==> config.mk <==
export PLATFORM = sky130hd
export DESIGN_NAME = tshc_home
export DESIGN_NICKNAME = d
export VERILOG_FILES = /design/src/hdl/tshc_pkg.sv /design/src/hdl/tshc_home.sv
export SDC_FILE = /design/constraint.sdc
export NUM_CORES = 1
export LEC_CHECK = 0
export ABC_CLOCK_PERIOD_IN_PS = 800
export BUFFER_PORTS_ARGS = -buffer_cell sky130_fd_sc_hd__buf_2
export CORE_UTILIZATION = 23
export DETAILED_ROUTE_END_ITERATION = 6
export HOLD_SLACK_MARGIN = 0.12
export PLACE_DENSITY = 0.84
export RECOVER_POWER = 50
export SETUP_SLACK_MARGIN = 0.15
export SLEW_MARGIN = 20
export SYNTH_ARGS = -nofsm -noshare
export SYNTH_HDL_FRONTEND = slang
export SYNTH_SLANG_ARGS = --single-unit
==> constraint.sdc <==
create_clock -name clk -period 0.8 [get_ports clk]
set_input_delay 0.08 -clock clk [delete_from_list [all_inputs] [get_ports clk]]
set_output_delay 0.08 -clock clk [all_outputs]
set_load 0.01 [all_outputs]
==> src/hdl/tshc_pkg.sv <==
// ----------------------------------------------------------------------------
// tshc_pkg
// Shared widths, operation codes and the entry layout of the score cache.
// ----------------------------------------------------------------------------
package tshc_pkg;

    localparam int TABLE_ENTRIES_DEF = 4096;
    localparam int KEY_W             = 64;
    localparam int SCORE_W           = 32;
    localparam int OP_W              = 2;
    localparam int DIGIT_W           = 4;

    localparam logic [OP_W-1:0] OP_PROBE = 2'd0;
    localparam logic [OP_W-1:0] OP_STORE = 2'd1;
    localparam logic [OP_W-1:0] OP_CLEAR = 2'd2;
    localparam logic [OP_W-1:0] OP_RSVD  = 2'd3;

    typedef struct packed {
        logic [KEY_W-1:0]          key;
        logic signed [SCORE_W-1:0] first;
        logic signed [SCORE_W-1:0] second;
    } entry_t;

    localparam int ENTRY_W = $bits(entry_t);

endpackage

==> src/hdl/tshc_home.sv <==
// ----------------------------------------------------------------------------
// tshc_home
// Home slot of a key: key modulo TABLE_ENTRIES. Power-of-two tables take the
// low bits into a register; other sizes reduce one 4-bit digit per cycle.
// ----------------------------------------------------------------------------
module tshc_home #(
    parameter int TABLE_ENTRIES = tshc_pkg::TABLE_ENTRIES_DEF,
    parameter int IDX_W         = $clog2(TABLE_ENTRIES)
) (
    input  logic                        clk,
    input  logic                        rst_n,
    input  logic                        start,
    input  logic [tshc_pkg::KEY_W-1:0]  key,
    output logic                        done,
    output logic [IDX_W-1:0]            home
);

    localparam bit IS_POW2 = ((TABLE_ENTRIES & (TABLE_ENTRIES - 1)) == 0);

    generate
        if (IS_POW2)
        begin : g_mask
            logic             done_reg;
            logic [IDX_W-1:0] home_reg;

            always_ff @(posedge clk or negedge rst_n)
            begin
                if (!rst_n)
                begin
                    done_reg <= 1'b0;
                end
                else
                begin
                    done_reg <= start;
                end
            end

            always_ff @(posedge clk)
            begin
                if (start)
                begin
                    home_reg <= key[IDX_W-1:0];
                end
            end

            assign done = done_reg;
            assign home = home_reg;
        end
        else
        begin : g_serial
            localparam int DW     = tshc_pkg::DIGIT_W;
            localparam int DIGITS = tshc_pkg::KEY_W / DW;
            localparam int CNT_W  = $clog2(DIGITS);
            localparam int T_W    = IDX_W + DW;
            localparam logic [T_W-1:0] MOD_N = T_W'(TABLE_ENTRIES);

            logic                       run_reg;
            logic                       done_reg;
            logic [CNT_W-1:0]           cnt_reg;
            logic [tshc_pkg::KEY_W-1:0] key_sh_reg;
            logic [IDX_W-1:0]           rem_reg;
            logic [T_W-1:0]             rem_next;

            always_comb
            begin
                logic [T_W-1:0] t;
                t = {rem_reg, key_sh_reg[tshc_pkg::KEY_W-1 -: DW]};
                for (int j = DW - 1; j >= 0; j--)
                begin
                    if (t >= (MOD_N << j))
                    begin
                        t = t - (MOD_N << j);
                    end
                end
                rem_next = t;
            end

            always_ff @(posedge clk or negedge rst_n)
            begin
                if (!rst_n)
                begin
                    run_reg  <= 1'b0;
                    done_reg <= 1'b0;
                    cnt_reg  <= '0;
                end
                else
                begin
                    done_reg <= 1'b0;
                    if (start)
                    begin
                        run_reg <= 1'b1;
                        cnt_reg <= '0;
                    end
                    else if (run_reg)
                    begin
                        cnt_reg <= cnt_reg + 1'b1;
                        if (cnt_reg == CNT_W'(DIGITS - 1))
                        begin
                            run_reg  <= 1'b0;
                            done_reg <= 1'b1;
                        end
                    end
                end
            end

            always_ff @(posedge clk)
            begin
                if (start)
                begin
                    key_sh_reg <= key;
                    rem_reg    <= '0;
                end
                else if (run_reg)
                begin
                    key_sh_reg <= key_sh_reg << DW;
                    rem_reg    <= rem_next[IDX_W-1:0];
                end
            end

            assign done = done_reg;
            assign home = rem_reg;
        end
    endgenerate

endmodule

==> flow_summary.yaml <==
pwr:
  p_per_area_mw_per_mm2: 2290
  power_mw: 1.32
  leakage_nw: 0.254
  ir_drop_mv: 1.18
die:
  coreArea_mm2: 0.00154
  die-area_mm2: 0.00184
  pin_count: 80
  die_y_um: 42.9
  die_x_um: 42.9
  initial_utilization_pct: 25.0
  row_count: 14
grt:
  grt_max_degree: 14
  grt_pass1_wl_mm: 1.00
  grt_use_total_pct: 8.39
  antenna_found_initial: 0
  overflow: 0
  grt_pass1_vias: 245
layout:
  multiInputCombCellCount: 0
  utilization_pct: 37.4
  multi_input_area_um2: 0
  largest_reg_flops: 12
  final_common_cell: "buf_2"
  antenna_cells: 0
  drive_gt1_share_pct: 66.7
  final_cell_mix: "27 x buf_2, 12 x edfxtp_1, 3 x clkbuf_4"
  nets: 113
  final_area_um2: 577
  syn_to_final_growth_pct: 49.7
clock_network:
  cts_buffers: 3
  postCtsSetupBuffers: 0
  htreeDepth: 1
  cts_hold_buffers: 1
  clk_pin_slew_ns: 0.07
  clk_path_buf_depth: 2
  cts_sinks: 13
  cts_tree: "done"
  cts_root_buf: "clkbuf_4"
  post_cts.resized_instances: 0
setup_path:
  critPathBufInv: 1
  cp_top_family: "flip-flops"
  endpoint_kind: "output port"
  crit_arrival_ns: 0.79
  crit_required_ns: 0.72
  cp.depth: 1
  path_class: "flop to output port"
  critPathMaxFanout: 1
  cp_slowest_cell: "edfxtp_1"
  slowest_delay_ns: 0.37
  cp-start-kind: "flop"
  crit_chain: "buf_2"
timing:
  finalCriticalPeriod_ns: 0.869
  setup-violations-final: 13
  timing.final.ws_setup_ns: -0.0691
  slew_viol_final: 0
  whs_ns: -0.0184
  fmax_mhz: 1150
  worstMarginPinSlew_ns: 0.276
  rsz0062_at_grt: "true"
  hold_viol: 12
  min_period_over_period_pct: 109
  slew_headroom_pct: 81.6
run_status:
  violations: "hold timing, setup timing"
  status: "complete, but fails checks"
logic_synthesis:
  syn-cell-area_um2: 385
  yosys_warnings: 0
  ys_seq_elements: 13
  yosysSeqAreaShare_pct: 100
  synth.distinct_cells: 2
  synthCells: 13
  syn_avg_cell_area_um2: 29.6
  syn-num-nets: 80
worst_hold_path:
  whs_path_depth: 1
  hp-class: "input pin to flop"
routing:
  wirelength_um: 669
  drc: 0
  routedWlPerCell_um: 11.0
  avgViaCountPerCell: 4.05
  drt_pre_antenna_iters: 2
  via_count: 247
  postRouteAntennaNets: 0
  drtIter0Drc: 5
placement:
  dpl_worst_slack_ns: 0.119
  gp_congestion: 0.641
  numPortBuffers: 27
  dpl_cell_area_um2: 541
run:
  maxCapViolCount: 0
## cell usage after synthesis (all sizes together)
cell / n / area, um2
dfrtp: 1 / 25.0
edfxtp: 12 / 360
## path summary, 6_finish.rpt
check / start / endpoint / slack, ns
max in group asynchronous: rst_n / done / 0.60
max: home[1] / home[1] / -0.07
min in group asynchronous: rst_n / done / 0.12
min: key[4] / home[4] / -0.02
## cells by family (layout without fill, tap and decap cells)
logic type	after synthesis	count (layout)	synth area share [%]
flops	13	13	100
buf+inv	0	32	0
## cell type report
class	instances	area [um2]
flip-flops and latches	13	385
clock buffers	4	26.3
well taps	16	20.0
fillers	149	965
repair buffers	28	145
## through the flow
stage	hold WS, ns	setup TNS, ns	instances
CTS	-0.0271	-0.825	61
finish	-0.0184	-0.636	61
detailed placement	-0.143	0	56
global route	-0.0427	-1.23	61
floorplan	-0.216	0	13
global placement	-0.145	0	56
## metal layers
metal / routed length [um] / GRT usage [%] / vias up
met4: 5 / 3.64 / 0
met1: 236 / 8.06 / 102
met5: 0 / 0 / -
li1: - / - / 116
met2: 269 / 10.6 / 27
met3: 158 / 10.2 / 2
## where the power goes
part           switching (mW)  internal (mW)  total (mW)
combinational          0.0633         0.0593       0.123
clock                   0.197          0.193       0.390
sequential            0.00987          0.799       0.809
total                   0.270           1.05        1.32
Power figures use the tool's default switching activity.
