**config.mk**
```make
export PLATFORM = sky130hd
export DESIGN_NAME = tshc_ram
export DESIGN_NICKNAME = d
export VERILOG_FILES = /design/src/hdl/tshc_ram.sv
export SDC_FILE = /design/constraint.sdc
export NUM_CORES = 1
export LEC_CHECK = 0
export BUFFER_PORTS_ARGS = -buffer_cell sky130_fd_sc_hd__buf_2
export CORE_MARGIN = 5
export CORE_UTILIZATION = 55
export DETAILED_ROUTE_END_ITERATION = 8
export PLACE_DENSITY = 0.73
export SYNTH_ARGS = -nofsm -noshare
export SYNTH_HDL_FRONTEND = slang
export SYNTH_SLANG_ARGS = --single-unit
export TNS_END_PERCENT = 1
```
**constraint.sdc**
```tcl
create_clock -name clk -period 2.5 [get_ports clk]
set_clock_uncertainty 0.05 [all_clocks]
set_input_delay 0.375 -clock clk [delete_from_list [all_inputs] [get_ports clk]]
set_output_delay 0.375 -clock clk [all_outputs]
set_load 0.005 [all_outputs]
```
**src/hdl/tshc_ram.sv**
```systemverilog
// ----------------------------------------------------------------------------
// tshc_ram
// Simple dual-port RAM: one write port, one read port, registered read data.
// ----------------------------------------------------------------------------
module tshc_ram #(
    parameter int WIDTH = 8,
    parameter int DEPTH = 16
) (
    input  logic                     clk,
    input  logic                     we,
    input  logic [$clog2(DEPTH)-1:0] waddr,
    input  logic [WIDTH-1:0]         wdata,
    input  logic [$clog2(DEPTH)-1:0] raddr,
    output logic [WIDTH-1:0]         rdata
);

    logic [WIDTH-1:0] mem [DEPTH];
    logic [WIDTH-1:0] rdata_reg;

    always_ff @(posedge clk)
    begin
        if (we)
        begin
            mem[waddr] <= wdata;
        end
        rdata_reg <= mem[raddr];
    end

    assign rdata = rdata_reg;

endmodule

```
==> results of run 1 <==
[through the flow]
| step | area [µm²] | cells | hold WS, ns |
|---|---|---|---|
| CTS | 6110 | 405 | 0.179 |
| global route | 6110 | 405 | 0.185 |
| global placement | 5470 | 373 | 0.600 |
| detailed placement | 5470 | 373 | 0.611 |
| finish | 6110 | 405 | 0.196 |
| floorplan | 5150 | 229 | 0.424 |
[worst paths after layout]
| check | endpoint | cells past startpoint |
|---|---|---|
| max | mem[1][7]$_DFFE_PP_ | 3 |
| min reg2reg | rdata[7]$_DFF_P_ | 3 |
| min | mem[0][6]$_DFFE_PP_ | 1 |
| max reg2reg | rdata[3]$_DFF_P_ | 3 |
[Yosys cell counts]
cell type and n:
mux4_2 18, buf_6 3, mux4_1 14, clkdlybuf4s25_2 3, nand2_1 9, and2b_1 1, nor2_1 13, a22oi_1 16
buf_2 3, and2_1 1, nand2b_1 2, nor2b_1 1, dfxtp_1 8, buf_4 1, edfxtp_1 128, nand3_1 1
nand3b_1 2, or3b_2 1, nor3_1 4
[logic make-up after synthesis]
| kind of cell | Yosys count | share of synthesized area [%] |
|---|---|---|
| AO/OA/AOI/OAI | 16 | 2.33 |
| buffers and inverters | 10 | 1.68 |
| multiplexers | 32 | 15.0 |
| AND/OR/NAND/NOR | 35 | 3.18 |
| flip-flops | 136 | 77.8 |
[metal layers]
metal | up-vias | global-route usage (%) | wire, µm
li1 | 1079 | - | -
met1 | 1309 | 24.9 | 4140
met2 | 89 | 29.6 | 4870
met3 | 16 | 6.14 | 583
met4 | 0 | 7.67 | 190
met5 | - | 0 | 0
[layout by cell type (no fill, tap or decap)]
cell type / n
a22oi_1: 16
and2_1: 1
and2b_1: 1
buf_12: 1
buf_2: 25
buf_4: 17
bufinv_16: 4
clkbuf_1: 1
clkbuf_16: 16
clkbuf_8: 5
clkinv_2: 1
clkinv_4: 1
clkinvlp_4: 3
dfxtp_1: 8
edfxtp_1: 128
inv_6: 1
mux4_1: 14
mux4_2: 18
nand2_1: 9
nand2b_1: 2
nand3_1: 1
nand3b_1: 2
nor2_1: 13
nor2b_1: 1
nor3_1: 4
or3b_2: 1
[area by class of cell]
| class | count | area [µm²] |
|---|---|---|
| Tap cell | 111 | 139 |
| Timing Repair Buffer | 43 | 273 |
| Clock inverter | 10 | 165 |
| Sequential cell | 136 | 4000 |
| Fill cell | 583 | 3090 |
| Multi-Input combinational cell | 83 | 1060 |
| Clock buffer | 22 | 473 |
[power by group through the flow]
stage	clock network, mW	logic [mW]	registers [mW]
after floorplan	0	0.129	2.61
after global placement	0	0.227	2.61
after detailed placement	0	0.232	2.61
after CTS	2.65	0.234	2.57
after global routing	2.77	0.251	2.57
final	2.62	0.231	2.56
==> metrics.yaml, run 1 <==
global_routing:
  grt_max_degree: 33
  antenna_found_initial: 0
  grt_pass1_wl_mm: 15.2
  grt_usage_pct: 19.0
  grt-ovfl-total: 0
  grt_pass1_vias: 2646
run:
  maxCapViolations: 0
timing:
  slew_headroom_pct: 52.2
  rsz0062_at_grt: "false"
  fmax_ghz: 0.671
  slew_viol_final: 0
  setup_viol: 0
  finalHoldViolations: 0
  fin_crit_sh_pct: 59.6
  worstMarginPinSlew_ns: 0.715
  worst_slack_ns: 1.01
  finalCriticalPeriod_ns: 1.49
  setup-tns-final_ns: 0
setup_path:
  cp_num_buf_inv: 1
  max_stage_delay_ns: 0.57
  cp-start-kind: "primary input"
  crit_family: "simple AND/OR/NAND/NOR gates"
  worst-setup-path-type: "in -> reg"
  cpMaxStageDelayCell: "nor2_1"
  cp.required_ns: 2.59
  r2r_start: "mem[2][3]$_DFFE_PP_"
  cp.arrival_ns: 1.58
  path_cells: "buf_2, or3b_2, nor2_1"
  rrSetupSlack_ns: 1.04
  worstSetupStartpoint: "waddr[2]"
  worstPathMaxFanout: 8
  end_kind: "flop"
placed_design:
  dp_hpwl_mm: 6.20
  io_buffers: 25
  finalWeightedCongestion: 0.803
  place_ws_ns: 0.487
clock_tree:
  tritoncts: "done"
  ctsResizeCount: 0
  numCtsBuffers: 17
  cts-root-buf: "clkbuf_8"
  clock_sinks: 136
  ctsHoldBuffers: 0
  clk_latency_ns: 0.51
  htreeDepth: 4
  cts_buffer_depth: 2
  clk_pin_slew_worst_paths_ns: 0.06
  postCtsSetupRepairBufs: 0
synthesis:
  syn_nets: 247
  yosysWarnings: 0
  netlist_area_um2: 5150
  ys_top_cells_by_area: "edfxtp_1, mux4_2, mux4_1"
  post_synth.cell_area_avg_um2: 22.5
  ys_seq_area_share_pct: 77.8
  synth_cell_types: 19
  synthDominantCellAreaShare_pct: 74.7
  synth_cells: 229
  ys_seq_elements: 136
  yosys.area.top_type: "edfxtp_1"
layout:
  drive_above_1_share_pct: 31.6
  diodes: 0
  fin_util_pct: 66.4
  fin_nets: 299
  area_growth_pct: 18.7
  largest_reg_flops: 128
detailed_routing:
  drc: 0
  routed_via_density: 6.16
  drt_pass1_iterations: 4
  drt_wl_total_mm: 9.79
  num_vias: 2493
  drtIter0Drc: 242
  routedWlPerCell_um: 24.2
  antenna_left: 0
pwr:
  p_switching_mw: 1.04
  p_seq_share_pct: 47.3
  p_total_mw: 5.42
  ir_drop_uv: 498
  p_per_area_nw_per_um2: 886
  comb_power_share_pct: 4.3
  netSwitchingFraction_pct: 19.2
  p_int_mw: 4.38
  total_leakage_power_nw: 2.10
  p_clk_share_pct: 48.4
min_path:
  hold_start: "wdata[6]"
  min_path_type: "in -> reg"
run_status:
  outcome: "finished, final reports clean"
die:
  coreArea_um2: 9200
  die_w_um: 107
  die_area_um2: 11400
  ios: 26
  initial_utilization_pct: 56.0
  rows: 35
  die_h_um: 107
Power figures use the tool's default switching activity.
==> run 2: changes to the inputs <==
--- a/config.mk
+++ b/config.mk
@@ -5,11 +5,12 @@
 export SDC_FILE = /design/constraint.sdc
 export NUM_CORES = 1
 export LEC_CHECK = 0
+export ABC_AREA = 1
 export BUFFER_PORTS_ARGS = -buffer_cell sky130_fd_sc_hd__buf_2
 export CORE_MARGIN = 5
 export CORE_UTILIZATION = 55
 export DETAILED_ROUTE_END_ITERATION = 8
-export PLACE_DENSITY = 0.73
+export PLACE_DENSITY = 0.72
 export SYNTH_ARGS = -nofsm -noshare
 export SYNTH_HDL_FRONTEND = slang
 export SYNTH_SLANG_ARGS = --single-unit
==> constraint.sdc (replaced) <==
create_clock -name clk -period 1.4 [get_ports clk]
set_clock_uncertainty 0.05 [all_clocks]
set_input_delay 0.21 -clock clk [delete_from_list [all_inputs] [get_ports clk]]
set_output_delay 0.21 -clock clk [all_outputs]
set_load 0.005 [all_outputs]
==> metrics.yaml, run 2 <==
placed_design:
  io_buffers: 25
  finalWeightedCongestion: 0.843
  dp_hpwl_mm: 8.25
timing:
  slew_headroom_pct: 73.2
  setup_viol: 0
  rsz0062_at_grt: "false"
  fmax_ghz: 0.798
  setup-tns-final_ns: 0
  finalCriticalPeriod_ns: 1.25
  finalHoldViolations: 0
  worstMarginPinSlew_ns: 0.403
  fin_crit_sh_pct: 89.5
  slew_viol_final: 0
min_path:
  min_path_type: "in -> reg"
layout:
  drive_above_1_share_pct: 13.3
  diodes: 0
  layout_commonest_cell: "nand2_1"
  layout_common_cells: "nand2_1, edfxtp_1, inv_1"
  largest_reg_flops: 128
  regArea_um2: 4000
  fin_nets: 616
  multiInputGateArea_um2: 1210
  area_growth_pct: 16.6
  fin_util_pct: 65.4
  n_fill_cell: 822
setup_path:
  max_stage_delay_ns: 0.35
  crit_family: "flip-flops"
  cp.required_ns: 1.14
  end_kind: "output pin"
  worst-setup-path-type: "reg -> out"
  cpMaxStageDelayCell: "dfxtp_1"
  path_cells: "buf_2"
  cp_num_buf_inv: 1
  cp-start-kind: "flop"
  cp.arrival_ns: 0.99
  worstPathMaxFanout: 1
global_routing:
  antenna_found_initial: 0
  grt_pass1_wl_mm: 20.6
  grt_pass1_vias: 3990
  grt_max_degree: 46
  grt_usage_pct: 21.8
  grt-ovfl-total: 0
pwr:
  total_leakage_power_nw: 2.96
  p_switching_mw: 1.97
  p_int_mw: 7.60
  p_seq_share_pct: 47.9
  p_clk_share_pct: 46.1
  comb_power_share_pct: 6.0
  ir_drop_uv: 885
  p_per_area_nw_per_um2: 1420
  netSwitchingFraction_pct: 20.6
clock_tree:
  tritoncts: "done"
  clk_latency_ns: 0.52
  postCtsSetupRepairBufs: 0
  clk_pin_slew_worst_paths_ns: 0.06
  htreeDepth: 4
  cts_buffer_depth: 2
  numCtsBuffers: 17
  cts-root-buf: "clkbuf_8"
  clock_sinks: 136
synthesis:
  yosysWarnings: 0
  synth-edff-count: 128
  ys_top_cells_by_area: "edfxtp_1, nand2_1, nand3_1"
  ys_top_cells_by_count: "nand2_1, edfxtp_1, inv_1, nand3_1, nor2_1"
  ys.flop_type: "edfxtp_1"
  post_synth.cell_area_avg_um2: 10.5
  synth_most_common_cell: "nand2_1"
  syn_nets: 569
  synthDominantCellAreaShare_pct: 66.7
  synth_cell_types: 12
  ys_seq_elements: 136
  yosys.area.top_type: "edfxtp_1"
  netlist_area_um2: 5770
  async_flop_share_pct: 0
  ys_seq_area_share_pct: 69.4
  synth_cells: 551
detailed_routing:
  drt_wl_total_mm: 13.2
  num_vias: 3922
  drtIter0Drc: 378
  drc: 0
  routedWlPerCell_um: 17.6
  antenna_left: 0
  routed_via_density: 5.25
  drt_pass1_iterations: 5
die:
  die_area_um2: 12600
  rows: 37
  ios: 26
  initial_utilization_pct: 56.1
  coreArea_um2: 10300
  die_h_um: 112
  die_w_um: 112
run_status:
  outcome: "finished, final reports clean"
run:
  maxCapViolations: 0
## run 2: timing repair
action	in CTS	in global routing
endpoints found under the hold margin	5	0
hold buffers	1	0
resized for setup	0	0
## run 2: power by group through the flow
stage | Sequential (mW) | Combinational, mW | Clock [mW]
CTS | 4.58 | 0.578 | 4.46
finish | 4.58 | 0.574 | 4.42
global placement | 4.66 | 0.553 | 0
detailed placement | 4.67 | 0.570 | 0
floorplan | 4.66 | 0.321 | 0
global route | 4.59 | 0.636 | 4.66
## run 2: layout make-up
cell class	instances	area share [%]
sequential	136	59.6
multi-input combinational	289	18.1
clock buffer	21	6.38
inverter	102	5.70
timing repair buffer	52	5.47
tap	136	2.53
clock inverter	11	2.31
## run 2: kinds of logic after synthesis
| logic type | after synthesis | synth area share [%] |
|---|---|---|
| DFF | 136 | 69.4 |
| and+or+nand+nor | 289 | 21.0 |
| buffers and inverters | 126 | 9.52 |
## run 2: final timing paths
path              slack (ns)                    to                 start  cells after the start
hold / removal          0.07  mem[13][1]$_DFFE_PP_              wdata[1]                      1
setup / recovery        0.15              rdata[4]      rdata[4]$_DFF_P_                      1
setup reg to reg        0.35      rdata[6]$_DFF_P_   mem[1][6]$_DFFE_PP_                      6
hold reg to reg         0.63      rdata[3]$_DFF_P_  mem[10][3]$_DFFE_PP_                      6
## run 2: through the flow
step	hold slack, ns	setup WS, ns	std cells	instance area [µm²]	power [mW]
floorplan	0.259	0.189	551	5770	4.98
global placement	0.536	0.107	714	6130	5.22
detailed placement	0.530	0.0750	714	6130	5.24
CTS	0.0570	0.134	747	6720	9.63
global route	0.0579	0.0928	747	6720	9.89
finish	0.0686	0.147	747	6720	9.57
## run 2: worst reg2reg max path: stages (launching register included)
cell	delay, ns
edfxtp_1	0.35
inv_1	0.06
nand2_1	0.04
nand3_1	0.10
nand3_1	0.12
nand3_1	0.17
nand2_1	0.07
## run 2: per-layer routing
metal	up-vias	wire length (µm)	track usage, %
met5	-	0	0
met2	141	6680	36.6
met4	0	261	7.45
met3	23	828	5.77
met1	1895	5410	27.5
li1	1863	-	-
==> run 3: changes to the inputs <==
--- a/config.mk
+++ b/config.mk
@@ -6,11 +6,11 @@
 export NUM_CORES = 1
 export LEC_CHECK = 0
 export ABC_AREA = 1
-export BUFFER_PORTS_ARGS = -buffer_cell sky130_fd_sc_hd__buf_2
 export CORE_MARGIN = 5
 export CORE_UTILIZATION = 55
 export DETAILED_ROUTE_END_ITERATION = 8
-export PLACE_DENSITY = 0.72
+export DONT_BUFFER_PORTS = 1
+export PLACE_DENSITY = 0.7
 export SYNTH_ARGS = -nofsm -noshare
 export SYNTH_HDL_FRONTEND = slang
 export SYNTH_SLANG_ARGS = --single-unit
==> metrics.yaml, run 3 (synthesis gave the netlist of run 2 again) <==
run_status:
  outcome: "finished, violations left"
  violations: "hold timing"
clock_tree:
  tritoncts: "done"
  cts-root-buf: "clkbuf_8"
  clk_latency_ns: 0.52
  numCtsBuffers: 17
  clk_pin_slew_worst_paths_ns: 0.06
  htreeDepth: 4
  clock_sinks: 136
  cts_buffer_depth: 2
  postCtsSetupRepairBufs: 0
detailed_routing:
  num_vias: 3832
  drc: 0
  drt_pass1_iterations: 8
  routedWlPerCell_um: 17.4
  drt_wl_total_mm: 12.8
  drtIter0Drc: 370
  routed_via_density: 5.22
  antenna_left: 0
setup_path:
  cp.required_ns: 1.76
  r2r-end: "rdata[0]$_DFF_P_"
  worst-setup-path-type: "in -> reg"
  cp.arrival_ns: 1.63
  rrSetupSlack_ns: 0.29
  worstPathMaxFanout: 9
  cp-start-kind: "primary input"
  end_kind: "flop"
  reg2regPathDepth: 6
  r2r_start: "mem[4][0]$_DFFE_PP_"
timing:
  finalCriticalPeriod_ns: 1.27
  slew_viol_final: 0
  slew_headroom_pct: 45.1
  fin_crit_sh_pct: 90.9
  setup-tns-final_ns: 0
  finalHoldViolations: 1
  worstMarginPinSlew_ns: 0.823
  setup_viol: 0
  whs_ns: -0.000557
  fmax_ghz: 0.786
  rsz0062_at_grt: "false"
pwr:
  comb_power_share_pct: 5.2
  p_clk_share_pct: 45.4
  p_seq_share_pct: 49.4
  p_per_area_nw_per_um2: 1390
  total_leakage_power_nw: 2.90
  p_int_mw: 7.40
  netSwitchingFraction_pct: 20.5
  ir_drop_uv: 803
  p_switching_mw: 1.90
run:
  maxCapViolations: 0
die:
  die_w_um: 112
  coreArea_um2: 10300
  die_h_um: 112
  rows: 37
  ios: 26
  die_area_um2: 12600
  initial_utilization_pct: 56.1
global_routing:
  grt_pass1_wl_mm: 20.2
  grt_pass1_vias: 3697
  grt-ovfl-total: 0
  antenna_found_initial: 0
  grt_usage_pct: 21.4
  grt_max_degree: 66
min_path:
  holdPathEnd: "rdata[6]$_DFF_P_"
  min_delay_path_depth: 6
  hold_start: "raddr[0]"
  min_path_type: "in -> reg"
placed_design:
  dp_hpwl_mm: 7.67
  finalWeightedCongestion: 0.824
  dp.cells: 689
  io_buffers: 0
layout:
  fin_nets: 603
  fin_cells: 734
  regArea_um2: 4000
  diodes: 0
  layout_commonest_cell: "nand2_1"
  layout_common_cells: "nand2_1, edfxtp_1, inv_1"
  area_growth_pct: 15.8
  multiInputGateArea_um2: 1210
  n_fill_cell: 776
  drive_above_1_share_pct: 9.20
  largest_reg_flops: 128
[run 3: cell count changes in the layout (fill, tap and decap cells not counted), sizes merged]
cell,previous run,this run
buf,51,27
bufinv,4,3
clkinvlp,0,1
dlygate4sd3,1,11
dlymetal6s4s,0,1
[run 3: worst max-delay path, stage by stage]
cell	delay [ns]
dlygate4sd3_1	0.85
inv_1	0.29
nand3_1	0.21
nand2_1	0.07
[run 3: timing repair]
action | 4_1_cts | 5_1_grt
hold endpoints to repair | 136 | 1
setup endpoints to repair | 0 | 2
hold buffers | 11 | 2
resized for setup | 0 | 1
[run 3: how the worst max path moves through the flow]
stage | start | to | slack (ns) | cells after the start
after floorplan | waddr[2] | mem[10][0]$_DFFE_PP_ | 0.19 | 2
after global placement | raddr[0] | rdata[0]$_DFF_P_ | 0.18 | 7
after detailed placement | raddr[0] | rdata[0]$_DFF_P_ | 0.15 | 7
after CTS | raddr[2] | rdata[3]$_DFF_P_ | 0.05 | 4
after global routing | raddr[3] | rdata[0]$_DFF_P_ | 0.10 | 4
final | raddr[3] | rdata[0]$_DFF_P_ | 0.13 | 4
[run 3: layer usage]
layer	share of wire (%)	wire, µm	up-vias	track usage (%)
met1	43	5450	1810	28.4
li1	-	-	1845	-
met2	49	6220	164	34.4
met4	1.0	130	0	7.21
met3	7.6	964	13	5.61
met5	0	0	-	0
[run 3: metrics by stage]
| stage | setup slack, ns | area, µm² | power (mW) | utilization (%) |
|---|---|---|---|---|
| 2_1_floorplan | 0.189 | 5770 | 4.98 | - |
| 3_3_place_gp | 0.180 | 5980 | 5.03 | 58.2 |
| 3_5_place_dp | 0.150 | 5980 | 5.04 | 58.2 |
| 4_1_cts | 0.0498 | 6660 | 9.34 | 64.8 |
| 5_1_grt | 0.104 | 6680 | 9.60 | 65.0 |
| 6_report | 0.128 | 6680 | 9.30 | 65.0 |
[run 3: final cells by class]
cell class	count	area share (%)
Clock inverter	11	1.95
Tap cell	136	2.55
Multi-Input combinational cell	289	18.2
Clock buffer	21	6.42
Inverter	102	5.73
Sequential cell	136	59.9
Timing Repair Buffer	39	5.24
[run 3: power groups by stage]
stage | Combinational (mW) | Clock [mW] | Sequential (mW)
finish | 0.485 | 4.22 | 4.59
floorplan | 0.321 | 0 | 4.66
global placement | 0.350 | 0 | 4.68
CTS | 0.478 | 4.26 | 4.60
global route | 0.544 | 4.45 | 4.60
detailed placement | 0.357 | 0 | 4.68
